--- src/jloc_pkg.sv ---
package jloc_pkg;

  // Field widths fixed by the interface.
  localparam int unsigned CMD_W       = 2;
  localparam int unsigned ETA_W       = 13;
  localparam int unsigned PHI_W       = 12;
  localparam int unsigned PT_W        = 16;
  localparam int unsigned DR_W        = 27;
  localparam int unsigned ETA_MAX_W   = 12;
  localparam int unsigned JET_INDEX_W = 6;
  localparam int unsigned CFG_INDEX_W = 2;
  localparam int unsigned CFG_DATA_W  = 27;

  // Widths inside the distance pipeline.
  localparam int unsigned DETA_MAG_W = ETA_W;      // |deta| <= 8191
  localparam int unsigned DPHI_MAG_W = PHI_W;      // |dphi| <= 2048
  localparam int unsigned SQ_ETA_W   = 2 * DETA_MAG_W;
  localparam int unsigned SQ_PHI_W   = 2 * DPHI_MAG_W - 1;

  // Input command codes.
  localparam logic [CMD_W-1:0] CMD_START  = 2'd0;
  localparam logic [CMD_W-1:0] CMD_LEPTON = 2'd1;
  localparam logic [CMD_W-1:0] CMD_JET    = 2'd2;

  // Configuration register indexes.
  localparam logic [CFG_INDEX_W-1:0] CFG_DR_LIMIT = 2'd0;
  localparam logic [CFG_INDEX_W-1:0] CFG_PT_MIN   = 2'd1;
  localparam logic [CFG_INDEX_W-1:0] CFG_ETA_MAX  = 2'd2;

  // Configuration values after reset.
  localparam logic [DR_W-1:0]      DR_LIMIT_RESET = 27'd68121;
  localparam logic [PT_W-1:0]      PT_MIN_RESET   = 16'd100;
  localparam logic [ETA_MAX_W-1:0] ETA_MAX_RESET  = 12'd1565;

  typedef struct packed {
    logic clear_event;
    logic store_lepton;
    logic load_jet;
    logic issue;
    logic emit;
  } ctrl_cmd_t;

  typedef struct packed {
    logic cut_pass;
    logic no_leptons;
    logic last_issue;
    logic pipe_busy;
    logic hit;
  } dp_status_t;

endpackage

--- src/jloc_ctrl.sv ---
module jloc_ctrl (
  input  logic                             clk_i,
  input  logic                             rst_ni,
  input  logic                             start,
  input  logic [jloc_pkg::CMD_W-1:0]       cmd_i,
  input  jloc_pkg::dp_status_t             status_i,
  output jloc_pkg::ctrl_cmd_t              cmd_o,
  output logic                             busy
);
  import jloc_pkg::*;

  localparam logic [1:0] ST_IDLE  = 2'd0;
  localparam logic [1:0] ST_SCAN  = 2'd1;
  localparam logic [1:0] ST_DRAIN = 2'd2;

  logic [1:0] state_q, state_d;
  logic       accept;

  assign busy   = (state_q != ST_IDLE);
  assign accept = start && !busy;

  always_comb begin
    state_d = state_q;
    cmd_o   = '0;
    unique case (state_q)
      ST_IDLE: begin
        if (accept) begin
          unique case (cmd_i)
            CMD_START:  cmd_o.clear_event  = 1'b1;
            CMD_LEPTON: cmd_o.store_lepton = 1'b1;
            CMD_JET: begin
              cmd_o.load_jet = 1'b1;
              if (status_i.cut_pass) begin
                state_d = status_i.no_leptons ? ST_DRAIN : ST_SCAN;
              end
            end
            default: ;
          endcase
        end
      end
      ST_SCAN: begin
        cmd_o.issue = 1'b1;
        if (status_i.last_issue) begin
          state_d = ST_DRAIN;
        end
      end
      ST_DRAIN: begin
        if (!status_i.pipe_busy) begin
          cmd_o.emit = !status_i.hit;
          state_d    = ST_IDLE;
        end
      end
      default: state_d = ST_IDLE;
    endcase
  end

  always_ff @(posedge clk_i or negedge rst_ni) begin
    if (!rst_ni) begin
      state_q <= ST_IDLE;
    end else begin
      state_q <= state_d;
    end
  end

  a_scan_not_abandoned: assert property (@(posedge clk_i) disable iff (!rst_ni)
    (state_q == ST_SCAN) |=> (state_q != ST_IDLE))
    else $error("scan left without draining the pipeline");

  a_no_accept_when_busy: assert property (@(posedge clk_i) disable iff (!rst_ni)
    (state_q != ST_IDLE) |-> !(cmd_o.clear_event || cmd_o.store_lepton || cmd_o.load_jet))
    else $error("item taken while busy");

  a_emit_ends_jet: assert property (@(posedge clk_i) disable iff (!rst_ni)
    cmd_o.emit |=> (state_q == ST_IDLE))
    else $error("result given while the jet is still in work");

endmodule

--- src/jloc_datapath.sv ---
module jloc_datapath #(
  parameter int unsigned MAX_LEPTONS = 16,
  parameter int unsigned MAX_JETS    = 64
) (
  input  logic                                 clk_i,
  input  logic                                 rst_ni,
  input  logic signed [jloc_pkg::ETA_W-1:0]    eta_i,
  input  logic signed [jloc_pkg::PHI_W-1:0]    phi_i,
  input  logic [jloc_pkg::PT_W-1:0]            pt_i,
  input  logic                                 cfg_valid_i,
  input  logic [jloc_pkg::CFG_INDEX_W-1:0]     cfg_index_i,
  input  logic [jloc_pkg::CFG_DATA_W-1:0]      cfg_data_i,
  input  jloc_pkg::ctrl_cmd_t                  cmd_i,
  output jloc_pkg::dp_status_t                 status_o,
  output logic                                 result_valid_o,
  output logic [jloc_pkg::JET_INDEX_W-1:0]     jet_index_o
);
  import jloc_pkg::*;

  localparam int unsigned IW = (MAX_LEPTONS > 1) ? $clog2(MAX_LEPTONS) : 1;
  localparam int unsigned CW = $clog2(MAX_LEPTONS + 1);
  localparam int unsigned JW = $clog2(MAX_JETS);

  // Configuration registers.
  logic [DR_W-1:0]      dr_limit_q;
  logic [PT_W-1:0]      pt_min_q;
  logic [ETA_MAX_W-1:0] eta_max_q;

  always_ff @(posedge clk_i or negedge rst_ni) begin
    if (!rst_ni) begin
      dr_limit_q <= DR_LIMIT_RESET;
      pt_min_q   <= PT_MIN_RESET;
      eta_max_q  <= ETA_MAX_RESET;
    end else if (cfg_valid_i) begin
      unique case (cfg_index_i)
        CFG_DR_LIMIT: dr_limit_q <= cfg_data_i[DR_W-1:0];
        CFG_PT_MIN:   pt_min_q   <= cfg_data_i[PT_W-1:0];
        CFG_ETA_MAX:  eta_max_q  <= cfg_data_i[ETA_MAX_W-1:0];
        default: ;
      endcase
    end
  end

  // Kinematic cut on the incoming jet.
  logic [ETA_W-1:0] eta_in_mag;
  logic             cut_pass;

  assign eta_in_mag = eta_i[ETA_W-1] ? ETA_W'(-eta_i) : ETA_W'(eta_i);
  assign cut_pass   = (pt_i >= pt_min_q) && (eta_in_mag <= {1'b0, eta_max_q});

  // Event counters and scan control.
  logic [CW-1:0] lep_count_q;
  logic [JW-1:0] jet_cnt_q;
  logic [IW-1:0] rd_idx_q;
  logic          lep_full;
  logic          v1_q, v2_q, v3_q, hit_q;
  logic          result_valid_q;

  assign lep_full = !(lep_count_q < CW'(MAX_LEPTONS));

  // Distance pipeline payload.
  logic [JW-1:0]                jet_idx_q;
  logic signed [ETA_W-1:0]      jet_eta_q;
  logic signed [PHI_W-1:0]      jet_phi_q;
  logic [ETA_W-1:0]             eta_mem [MAX_LEPTONS];
  logic [PHI_W-1:0]             phi_mem [MAX_LEPTONS];
  logic signed [ETA_W-1:0]      rd_eta_q;
  logic signed [PHI_W-1:0]      rd_phi_q;
  logic signed [ETA_W:0]        deta;
  logic signed [PHI_W-1:0]      dphi;
  logic [DETA_MAG_W-1:0]        deta_mag_d, deta_mag_q;
  logic [DPHI_MAG_W-1:0]        dphi_mag_d, dphi_mag_q;
  logic [SQ_ETA_W-1:0]          sq_eta_q;
  logic [SQ_PHI_W-1:0]          sq_phi_q;
  logic [DR_W-1:0]              dist_sq;
  logic [JET_INDEX_W-1:0]       jet_index_q;

  always_ff @(posedge clk_i or negedge rst_ni) begin
    if (!rst_ni) begin
      lep_count_q    <= '0;
      jet_cnt_q      <= '0;
      rd_idx_q       <= '0;
      v1_q           <= 1'b0;
      v2_q           <= 1'b0;
      v3_q           <= 1'b0;
      hit_q          <= 1'b0;
      result_valid_q <= 1'b0;
    end else begin
      if (cmd_i.clear_event) begin
        lep_count_q <= '0;
        jet_cnt_q   <= '0;
      end
      if (cmd_i.store_lepton && !lep_full) begin
        lep_count_q <= lep_count_q + CW'(1);
      end
      if (cmd_i.load_jet) begin
        if (jet_cnt_q != JW'(MAX_JETS - 1)) begin
          jet_cnt_q <= jet_cnt_q + JW'(1);
        end
        rd_idx_q <= '0;
      end else if (cmd_i.issue) begin
        rd_idx_q <= rd_idx_q + IW'(1);
      end
      v1_q <= cmd_i.issue;
      v2_q <= v1_q;
      v3_q <= v2_q;
      if (cmd_i.load_jet) begin
        hit_q <= 1'b0;
      end else if (v3_q && (dist_sq < dr_limit_q)) begin
        hit_q <= 1'b1;
      end
      result_valid_q <= cmd_i.emit;
    end
  end

  // Lepton store: one write port, one registered read port.
  always_ff @(posedge clk_i) begin
    if (cmd_i.store_lepton && !lep_full) begin
      eta_mem[lep_count_q[IW-1:0]] <= eta_i;
      phi_mem[lep_count_q[IW-1:0]] <= phi_i;
    end
    if (cmd_i.issue) begin
      rd_eta_q <= eta_mem[rd_idx_q];
      rd_phi_q <= phi_mem[rd_idx_q];
    end
  end

  // The eta difference keeps its full range; the phi difference wraps.
  assign deta       = {jet_eta_q[ETA_W-1], jet_eta_q} - {rd_eta_q[ETA_W-1], rd_eta_q};
  assign dphi       = jet_phi_q - rd_phi_q;
  assign deta_mag_d = deta[ETA_W] ? DETA_MAG_W'(-deta) : DETA_MAG_W'(deta);
  assign dphi_mag_d = dphi[PHI_W-1] ? DPHI_MAG_W'(-dphi) : DPHI_MAG_W'(dphi);
  assign dist_sq    = DR_W'(sq_eta_q) + DR_W'(sq_phi_q);

  always_ff @(posedge clk_i) begin
    if (cmd_i.load_jet) begin
      jet_idx_q <= jet_cnt_q;
      jet_eta_q <= eta_i;
      jet_phi_q <= phi_i;
    end
    deta_mag_q <= deta_mag_d;
    dphi_mag_q <= dphi_mag_d;
    sq_eta_q   <= deta_mag_q * deta_mag_q;
    sq_phi_q   <= SQ_PHI_W'(dphi_mag_q) * SQ_PHI_W'(dphi_mag_q);
    if (cmd_i.emit) begin
      jet_index_q <= JET_INDEX_W'(jet_idx_q);
    end
  end

  assign status_o.cut_pass   = cut_pass;
  assign status_o.no_leptons = (lep_count_q == '0);
  assign status_o.last_issue = (CW'(rd_idx_q) == (lep_count_q - CW'(1)));
  assign status_o.pipe_busy  = v1_q || v2_q || v3_q;
  assign status_o.hit        = hit_q;

  assign result_valid_o = result_valid_q;
  assign jet_index_o    = jet_index_q;

  a_hit_from_compare: assert property (@(posedge clk_i) disable iff (!rst_ni)
    $rose(hit_q) |-> $past(v3_q))
    else $error("overlap flag set without a distance compare");

  a_result_after_drain: assert property (@(posedge clk_i) disable iff (!rst_ni)
    result_valid_q |-> !$past(v1_q || v2_q || v3_q))
    else $error("result given with compares still in flight");

  a_full_store_holds: assert property (@(posedge clk_i) disable iff (!rst_ni)
    (cmd_i.store_lepton && lep_full) |=> $stable(lep_count_q))
    else $error("lepton count moved past capacity");

endmodule

--- src/jet_lepton_overlap_cleaner_unit.sv ---
// A jet that passes the kinematic cut and overlaps no stored lepton gives its result strobe
// after the lepton scan (skipped with an empty list) and the pipeline drain; busy is high
// until then. Start, lepton and cut jets leave the block idle; a passing jet holds it busy
// through its scan, set by the single shared distance unit, one lepton per cycle.
// Reset (rst_ni low, asynchronous) empties the lepton list, zeroes the jet counter and
// loads the default limits; the receiver cannot stall, so results never back up.
module jet_lepton_overlap_cleaner_unit #(
  parameter int unsigned MAX_LEPTONS = 16,
  parameter int unsigned MAX_JETS    = 64
) (
  input  logic                                 clk_i,
  input  logic                                 rst_ni,
  // Item channel: a transfer happens when start is high and busy is low.
  input  logic                                 start,
  output logic                                 busy,
  input  logic [jloc_pkg::CMD_W-1:0]           cmd_i,
  input  logic signed [jloc_pkg::ETA_W-1:0]    eta_i,
  input  logic signed [jloc_pkg::PHI_W-1:0]    phi_i,
  input  logic [jloc_pkg::PT_W-1:0]            pt_i,
  // Configuration write channel.
  input  logic                                 cfg_valid_i,
  output logic                                 cfg_ready_o,
  input  logic [jloc_pkg::CFG_INDEX_W-1:0]     cfg_index_i,
  input  logic [jloc_pkg::CFG_DATA_W-1:0]      cfg_data_i,
  // Result strobe: valid for exactly one cycle per surviving jet.
  output logic                                 result_valid_o,
  output logic [jloc_pkg::JET_INDEX_W-1:0]     jet_index_o
);
  import jloc_pkg::*;

  // The controller decides what each transfer does and sequences the lepton scan;
  // the datapath holds the lepton store, the counters, the limits and a three-stage
  // distance pipeline (read, magnitudes, squares) whose compare sets an overlap flag.
  ctrl_cmd_t  ctrl_cmd;
  dp_status_t dp_status;

  // The limit registers may be written in any cycle; the user is to write them only while
  // the block is idle, which the block itself does not enforce, so a write is never held off.
  assign cfg_ready_o = 1'b1;

  jloc_ctrl u_ctrl (
    .clk_i    (clk_i),
    .rst_ni   (rst_ni),
    .start    (start),
    .cmd_i    (cmd_i),
    .status_i (dp_status),
    .cmd_o    (ctrl_cmd),
    .busy     (busy)
  );

  jloc_datapath #(
    .MAX_LEPTONS (MAX_LEPTONS),
    .MAX_JETS    (MAX_JETS)
  ) u_datapath (
    .clk_i          (clk_i),
    .rst_ni         (rst_ni),
    .eta_i          (eta_i),
    .phi_i          (phi_i),
    .pt_i           (pt_i),
    .cfg_valid_i    (cfg_valid_i),
    .cfg_index_i    (cfg_index_i),
    .cfg_data_i     (cfg_data_i),
    .cmd_i          (ctrl_cmd),
    .status_o       (dp_status),
    .result_valid_o (result_valid_o),
    .jet_index_o    (jet_index_o)
  );

endmodule

--- config.mk ---
export PLATFORM = sky130hd
export DESIGN_NAME = jet_lepton_overlap_cleaner_unit
export DESIGN_NICKNAME = d
export VERILOG_FILES = /design/src/jloc_pkg.sv /design/src/jloc_ctrl.sv /design/src/jloc_datapath.sv /design/src/jet_lepton_overlap_cleaner_unit.sv
export SDC_FILE = /design/constraint.sdc
export NUM_CORES = 1
export LEC_CHECK = 0
export BUFFER_PORTS_ARGS = -buffer_cell sky130_fd_sc_hd__buf_2
export CORE_MARGIN = 4
export CORE_UTILIZATION = 57
export CTS_CLUSTER_SIZE = 10
export DETAILED_ROUTE_END_ITERATION = 10
export PLACE_DENSITY = 0.83
export SYNTH_ARGS = -nofsm -noshare
export SYNTH_HDL_FRONTEND = slang
export SYNTH_SLANG_ARGS = --single-unit
--- constraint.sdc ---
create_clock -name clk_i -period 5.8 [get_ports clk_i]
set_input_delay 0.58 -clock clk_i [delete_from_list [all_inputs] [get_ports clk_i]]
set_output_delay 0.58 -clock clk_i [all_outputs]
set_load 0.005 [all_outputs]
==> qor.yml, run 1 <==
run_status:
  status: "finished, final reports clean"
grt:
  grt_pass1_wl_mm: 125.2
  grt_pass1_vias: 22992
  grtUsageTotal_pct: 25.02
  antenna_found_initial: 6
  grt_max_degree: 68
  overflow: 0
placed_design:
  dpl-instance-area_um2: 36110
  globalplace.congestion: 0.9077
  io_buffers: 83
  dpl.hpwl_mm: 52.84
run:
  cap_violations: 0
sta:
  slew-limit-headroom_pct: 29.38
  rsz0062_at_grt: "false"
  fin_worst_skew_ns: 0.02034
  finalHoldViolCount: 0
  setup_viol: 0
  fin_crit_sh_pct: 95.33
  clock.fmax_mhz: 180.9
  report.final.slew_viol_count: 0
  tightest_slew_ns: 1.059
  min_period_ns: 5.529
  fin_setup_tns_ns: 0
routing:
  vias_per_cell: 5.901
  drtPass1Iterations: 7
  drtIter0Drc: 2014
  drcViolationCount: 0
  routed_wl_mm: 79.16
  vias: 22017
  ant_nets: 0
  wl_per_cell_um: 21.22
logic_synthesis:
  netlist_instances: 2792
  ys_seq_elements: 611
  synth_edf_count: 462
  yosysSeqAreaShare_pct: 49.91
  yosysWarnings: 0
  synth.distinct_cells: 73
  async_flop_share_pct: 12.60
  syn-cell-area_um2: 34580
  synth_area_per_cell_um2: 12.39
  synth.net_count: 3285
  synthFlopType: "edfxtp_1"
clock_tree:
  post_cts_buffers: 0
  clkSlewWorstSetupHoldPaths_ns: 0.06
  cts.htree.levels: 3
  root_buffer: "clkbuf_16"
  cts_max_path_buffers: 3
  cts_tree: "built"
  clk_latency_ns: 0.62
  clock-sinks: 611
  cts_made_buffers: 72
floorplan:
  row_count: 90
  fp.dieW_um: 254.3
  die_h_um: 254.3
  start_util_pct: 57.40
  num_io_pins: 85
  dieArea_um2: 64670
  coreArea_um2: 60250
worst_setup_path:
  cp.arrival_ns: 6.06
  critical-path-max-stage-delay_ns: 0.55
  crit_path_cell_trace: "nand2_1 -> inv_1 -> fa_1 -> inv_1 -> fa_1 -> inv_1 -> fa_1 -> inv_1 -> fa_1 -> fa_1 -> inv_1 -> ha_1 -> and3_1 -> a32oi_1 -> a21oi_1 -> o211ai_1 -> a21oi_1 -> a31o_2 -> and3_1 -> a211oi_1"
  path_buf_inv: 5
  cp_slowest_cell: "fa_1"
  crit_family: "adder cells"
  rrSetupSlack_ns: 0.27
  worstPathMaxFanout: 6
  end_kind: "flop"
  critPathLaunchType: "flop"
  critPathRequiredTime_ns: 6.33
  worstSetupPathType: "flop to flop"
cells_and_area:
  fin_util_pct: 63.40
  nets: 3408
  final_area_um2: 38200
  area_growth_pct: 10.45
  drive_above_1_share_pct: 12.96
min_path:
  min_path_type: "primary input to flop"
cells by family (layout without fill, tap and decap cells):
kind of cell / after synthesis / count (layout) / synth area share, %
DFF: 611 / 611 / 49.91
and+or+nand+nor: 526 / 526 / 7.294
buffers and inverters: 515 / 670 / 5.604
adders and majority gates: 417 / 417 / 19.02
AOI/OAI and AO/OA: 407 / 407 / 7.475
muxes: 189 / 189 / 7.497
xor gates and xnor gates: 126 / 126 / 3.191
other: 1 / 3 / 0.01084
layout by cell type, fill, tap and decap left out, types with 79 or more instances in the layout:
cell      instances
xnor2_1          80
inv_1           427
buf_2            82
edfxtp_1        462
nor2_1           89
nand2_1         193
mux2i_1          79
a21oi_1          85
o21ai_0         137
fa_1            181
ha_1            236
worst min-delay path, delay by kind of cell:
family,cells,cell delay [ns]
AND/OR/NAND/NOR,1,0.04
buffers and inverters,1,0.08
AO/OA/AOI/OAI,1,0.06
timing repair:
action	CTS	global route
gates resized for setup	0	9
endpoints found under the hold margin	19	0
hold buffers	1	0
endpoints found under the setup margin	0	5
per-layer routing:
layer  wire length [um]  up-vias  share of wire (%)  global-route usage, %
li1                   -     9926                  -                      -
met1              30580    10913                 39                  32.52
met2              38840      963                 49                  42.17
met3               6225      213                7.9                  4.344
met4               3491        2                4.4                  10.41
met5                 13        -              0.016                      0
worst paths after layout:
check	from	to	depth (start not counted)
max in group asynchronous	rst_ni	u_datapath.rd_idx_q[0]	3
max	u_datapath.deta_mag_q[5]	u_datapath.sq_eta_q[25]	20
min	cfg_data_i[21]	u_datapath.dr_limit_q[21]	3
min reg2reg	u_datapath.v2_q	u_datapath.v3_q	0
max reg2reg	u_datapath.deta_mag_q[5]	u_datapath.sq_eta_q[25]	20
min in group asynchronous	rst_ni	u_datapath.dr_limit_q[20]	2
state kept, by name, indices dropped and copies added, names as in the netlist, 12 cells and up:
name                   flops
u_datapath.eta_mem       208
u_datapath.phi_mem       192
u_datapath.dr_limit_q     27
u_datapath.sq_eta_q       25
u_datapath.sq_phi_q       22
u_datapath.pt_min_q       16
u_datapath.deta_mag_q     13
u_datapath.jet_eta_q      13
u_datapath.rd_eta_q       13
u_datapath.dphi_mag_q     12
u_datapath.eta_max_q      12
u_datapath.jet_phi_q      12
u_datapath.rd_phi_q       12
Yosys cell counts (46+ instances only):
| cell | number | area share [%] |
|---|---|---|
| a21oi_1 | 85 | 1.2 |
| inv_1 | 428 | 4.6 |
| dfxtp_1 | 72 | 4.2 |
| mux2i_1 | 79 | 2.3 |
| nor2_1 | 101 | 1.1 |
| ha_1 | 236 | 8.5 |
| mux4_2 | 50 | 3.3 |
| dfrtp_1 | 62 | 4.5 |
| xnor2_1 | 80 | 2.0 |
| clkbuf_1 | 72 | 0.78 |
| nand2_1 | 193 | 2.1 |
| edfxtp_1 | 462 | 40 |
| xor2_1 | 46 | 1.2 |
| o21ai_0 | 137 | 2.0 |
| mux2_2 | 60 | 2.0 |
| and2_1 | 75 | 1.4 |
| fa_1 | 181 | 10 |
through the flow:
stage / setup WS [ns] / hold WS [ns] / std cells
floorplan: 0.1751 / 0.2844 / 2792
CTS: 0.1889 / 0.1451 / 3729
global route: 0.02259 / 0.1692 / 3731
detailed placement: 0.1986 / 0.3715 / 3622
global placement: 0.2645 / 0.3597 / 3622
finish: 0.2707 / 0.1789 / 3731
layout make-up:
| cell class | instances | area [um2] |
|---|---|---|
| tap | 782 | 978.4 |
| antenna | 2 | 5.005 |
| multi-input combinational | 1666 | 15450 |
| sequential | 611 | 17270 |
| fill | 4286 | 22050 |
| inverter | 428 | 1607 |
| timing repair buffer | 136 | 830.8 |
| clock buffer | 96 | 1902 |
| clock inverter | 10 | 152.6 |
Power of run 1 is not shown: default switching activity piles up to over one toggle a cycle in this logic, so the estimate is an artifact.
==> run 2: changes to the inputs <==
--- a/config.mk
+++ b/config.mk
@@ -7,10 +7,11 @@
 export LEC_CHECK = 0
 export BUFFER_PORTS_ARGS = -buffer_cell sky130_fd_sc_hd__buf_2
 export CORE_MARGIN = 4
-export CORE_UTILIZATION = 57
+export CORE_UTILIZATION = 59
+export CTS_BUF_LIST = sky130_fd_sc_hd__clkbuf_4 sky130_fd_sc_hd__clkbuf_8
 export CTS_CLUSTER_SIZE = 10
 export DETAILED_ROUTE_END_ITERATION = 10
-export PLACE_DENSITY = 0.83
+export PLACE_DENSITY = 0.85
 export SYNTH_ARGS = -nofsm -noshare
 export SYNTH_HDL_FRONTEND = slang
 export SYNTH_SLANG_ARGS = --single-unit
==> run 2 against run 1 <==
Net effect: count of clock-buffer cells in the layout rose by 43; routed wire length increased by 0.62%; first-iteration DRC count fell by 9.7%; cell count is 1.6% higher; die area is 3.3% lower; sequential share of layout area rose by 0.064 points; critical path depth is 2 lower; fmax down 0.16%; register-to-register slack about the same; global-route usage up 0.40 points; via count grew 1.1%; highest routed layer is now met4.
==> qor.yml, run 2 (synthesized netlist as in run 1, its figures left out) <==
grt:
  grt_max_degree: 70
  grt_pass1_vias: 23506
  antenna_found_initial: 6
  overflow: 0
  grt_pass1_wl_mm: 125.6
  grtUsageTotal_pct: 25.42
floorplan:
  dieArea_um2: 62550
  coreArea_um2: 57920
  die_h_um: 250.1
  num_io_pins: 85
  fp.dieW_um: 250.1
  row_count: 88
  start_util_pct: 59.71
clock_tree:
  clk_latency_ns: 0.68
  cts_made_buffers: 97
  root_buffer: "clkbuf_8"
  clock-sinks: 611
  cts_tree: "built"
  clkSlewWorstSetupHoldPaths_ns: 0.06
  cts.htree.levels: 3
  cts_max_path_buffers: 3
worst_setup_path:
  startpoint: "u_datapath.deta_mag_q[12]"
  endpoint: "u_datapath.sq_eta_q[25]"
  rrSetupSlack_ns: 0.26
  end_kind: "flop"
  rr_endpoint: "u_datapath.sq_eta_q[25]"
  worstSetupPathType: "flop to flop"
  critPathLaunchType: "flop"
  r2r-start: "u_datapath.deta_mag_q[12]"
  cp.arrival_ns: 6.12
  r2r_cells: 18
  worstPathMaxFanout: 14
  critPathRequiredTime_ns: 6.39
sta:
  clock.fmax_mhz: 180.6
  tightest_slew_ns: 1.210
  report.final.slew_viol_count: 0
  fin_worst_skew_ns: 0.02435
  fin_crit_sh_pct: 95.49
  setup_viol: 0
  finalHoldViolCount: 0
  slew-limit-headroom_pct: 18.22
  rsz0062_at_grt: "false"
  min_period_ns: 5.538
  fin_setup_tns_ns: 0
placed_design:
  dpl.hpwl_mm: 54.13
  dpl-instance-area_um2: 36060
  io_buffers: 83
  globalplace.congestion: 0.9236
cells_and_area:
  nets: 3430
  area_growth_pct: 10.30
  final_common_cell: "edfxtp_1"
  final_cell_mix: "edfxtp_1 (462), inv_1 (427), ha_1 (235)"
  largest_reg_flops: 208
  drive_above_1_share_pct: 15.16
  final_area_um2: 38150
routing:
  ant_nets: 0
  drtPass1Iterations: 7
  drcViolationCount: 0
  routed_wl_mm: 79.65
  vias: 22256
  wl_per_cell_um: 21.01
  vias_per_cell: 5.871
  drtIter0Drc: 1818
run_status:
  status: "finished, final reports clean"
min_path:
  min_path_type: "primary input to flop"
run:
  cap_violations: 0
## run 2: cell types whose count changed in the layout (fill, tap and decap cells not counted), sizes merged
cell,previous run,this run
bufinv,0,3
diode,2,5
clkinv,6,37
buf,135,132
inv,431,432
clkbuf,96,139
clkinvlp,1,0
## run 2: how the worst min path moves through the flow
stage | slack, ns | to | cells after the start | start
CTS | 0.08 | u_datapath.dr_limit_q[16] | 3 | cfg_data_i[16]
global placement | 0.36 | u_datapath.v3_q | 0 | u_datapath.v2_q
finish | 0.13 | u_datapath.dr_limit_q[25] | 3 | cfg_data_i[25]
floorplan | 0.28 | u_ctrl.state_q[0] | 0 | rst_ni
global route | 0.1 | u_datapath.dr_limit_q[16] | 3 | cfg_data_i[16]
detailed placement | 0.37 | u_datapath.v2_q | 0 | u_datapath.v1_q
## run 2: timing repair
action | CTS | global route
resized for setup | 0 | 16
endpoints found under the setup margin | 0 | 9
hold buffers | 1 | 0
endpoints found under the hold margin | 20 | 0
buffers inserted | 0 | 1
## run 2: per-layer routing
metal	part of all wire [%]	routed length (um)	vias to the layer above	global-route usage, %
met5	0	0	-	0
met4	4.7	3753	0	11.62
met3	7.4	5891	231	3.852
met2	50	39530	1004	43.39
met1	38	30470	10995	32.38
li1	-	-	10026	-
## run 2: final cells by class
class	count	area, um2
antenna	5	12.51
clock buffer	139	1707
clock inverter	44	300.3
fill	4073	19770
inverter	428	1607
multi-input combinational	1666	15480
sequential	611	17270
tap	765	957.2
timing repair buffer	133	808.3
## run 2: critical path, stage by stage (launching register included)
cell	delay, ns
dfxtp_1	0.66
nand2_1	0.21
fa_1	0.56
inv_1	0.05
fa_1	0.48
fa_1	0.50
fa_1	0.49
inv_1	0.05
fa_1	0.53
inv_1	0.04
ha_1	0.35
a21o_1	0.19
a21o_1	0.17
a21oi_1	0.18
o21ai_0	0.14
or3_1	0.32
a31o_2	0.23
and3_1	0.15
a211oi_1	0.14
## run 2: metrics by stage
step	cells	hold WS, ns	util [%]	worst slack, ns
after floorplan	2792	0.2844	-	0.1751
after global placement	3601	0.3589	62.27	0.3453
after detailed placement	3601	0.3714	62.27	0.1504
after CTS	3785	0.08384	65.75	0.07657
after global routing	3789	0.09803	65.86	0.007142
final	3791	0.1263	65.86	0.2616
Power of run 2 is left out for the same reason.
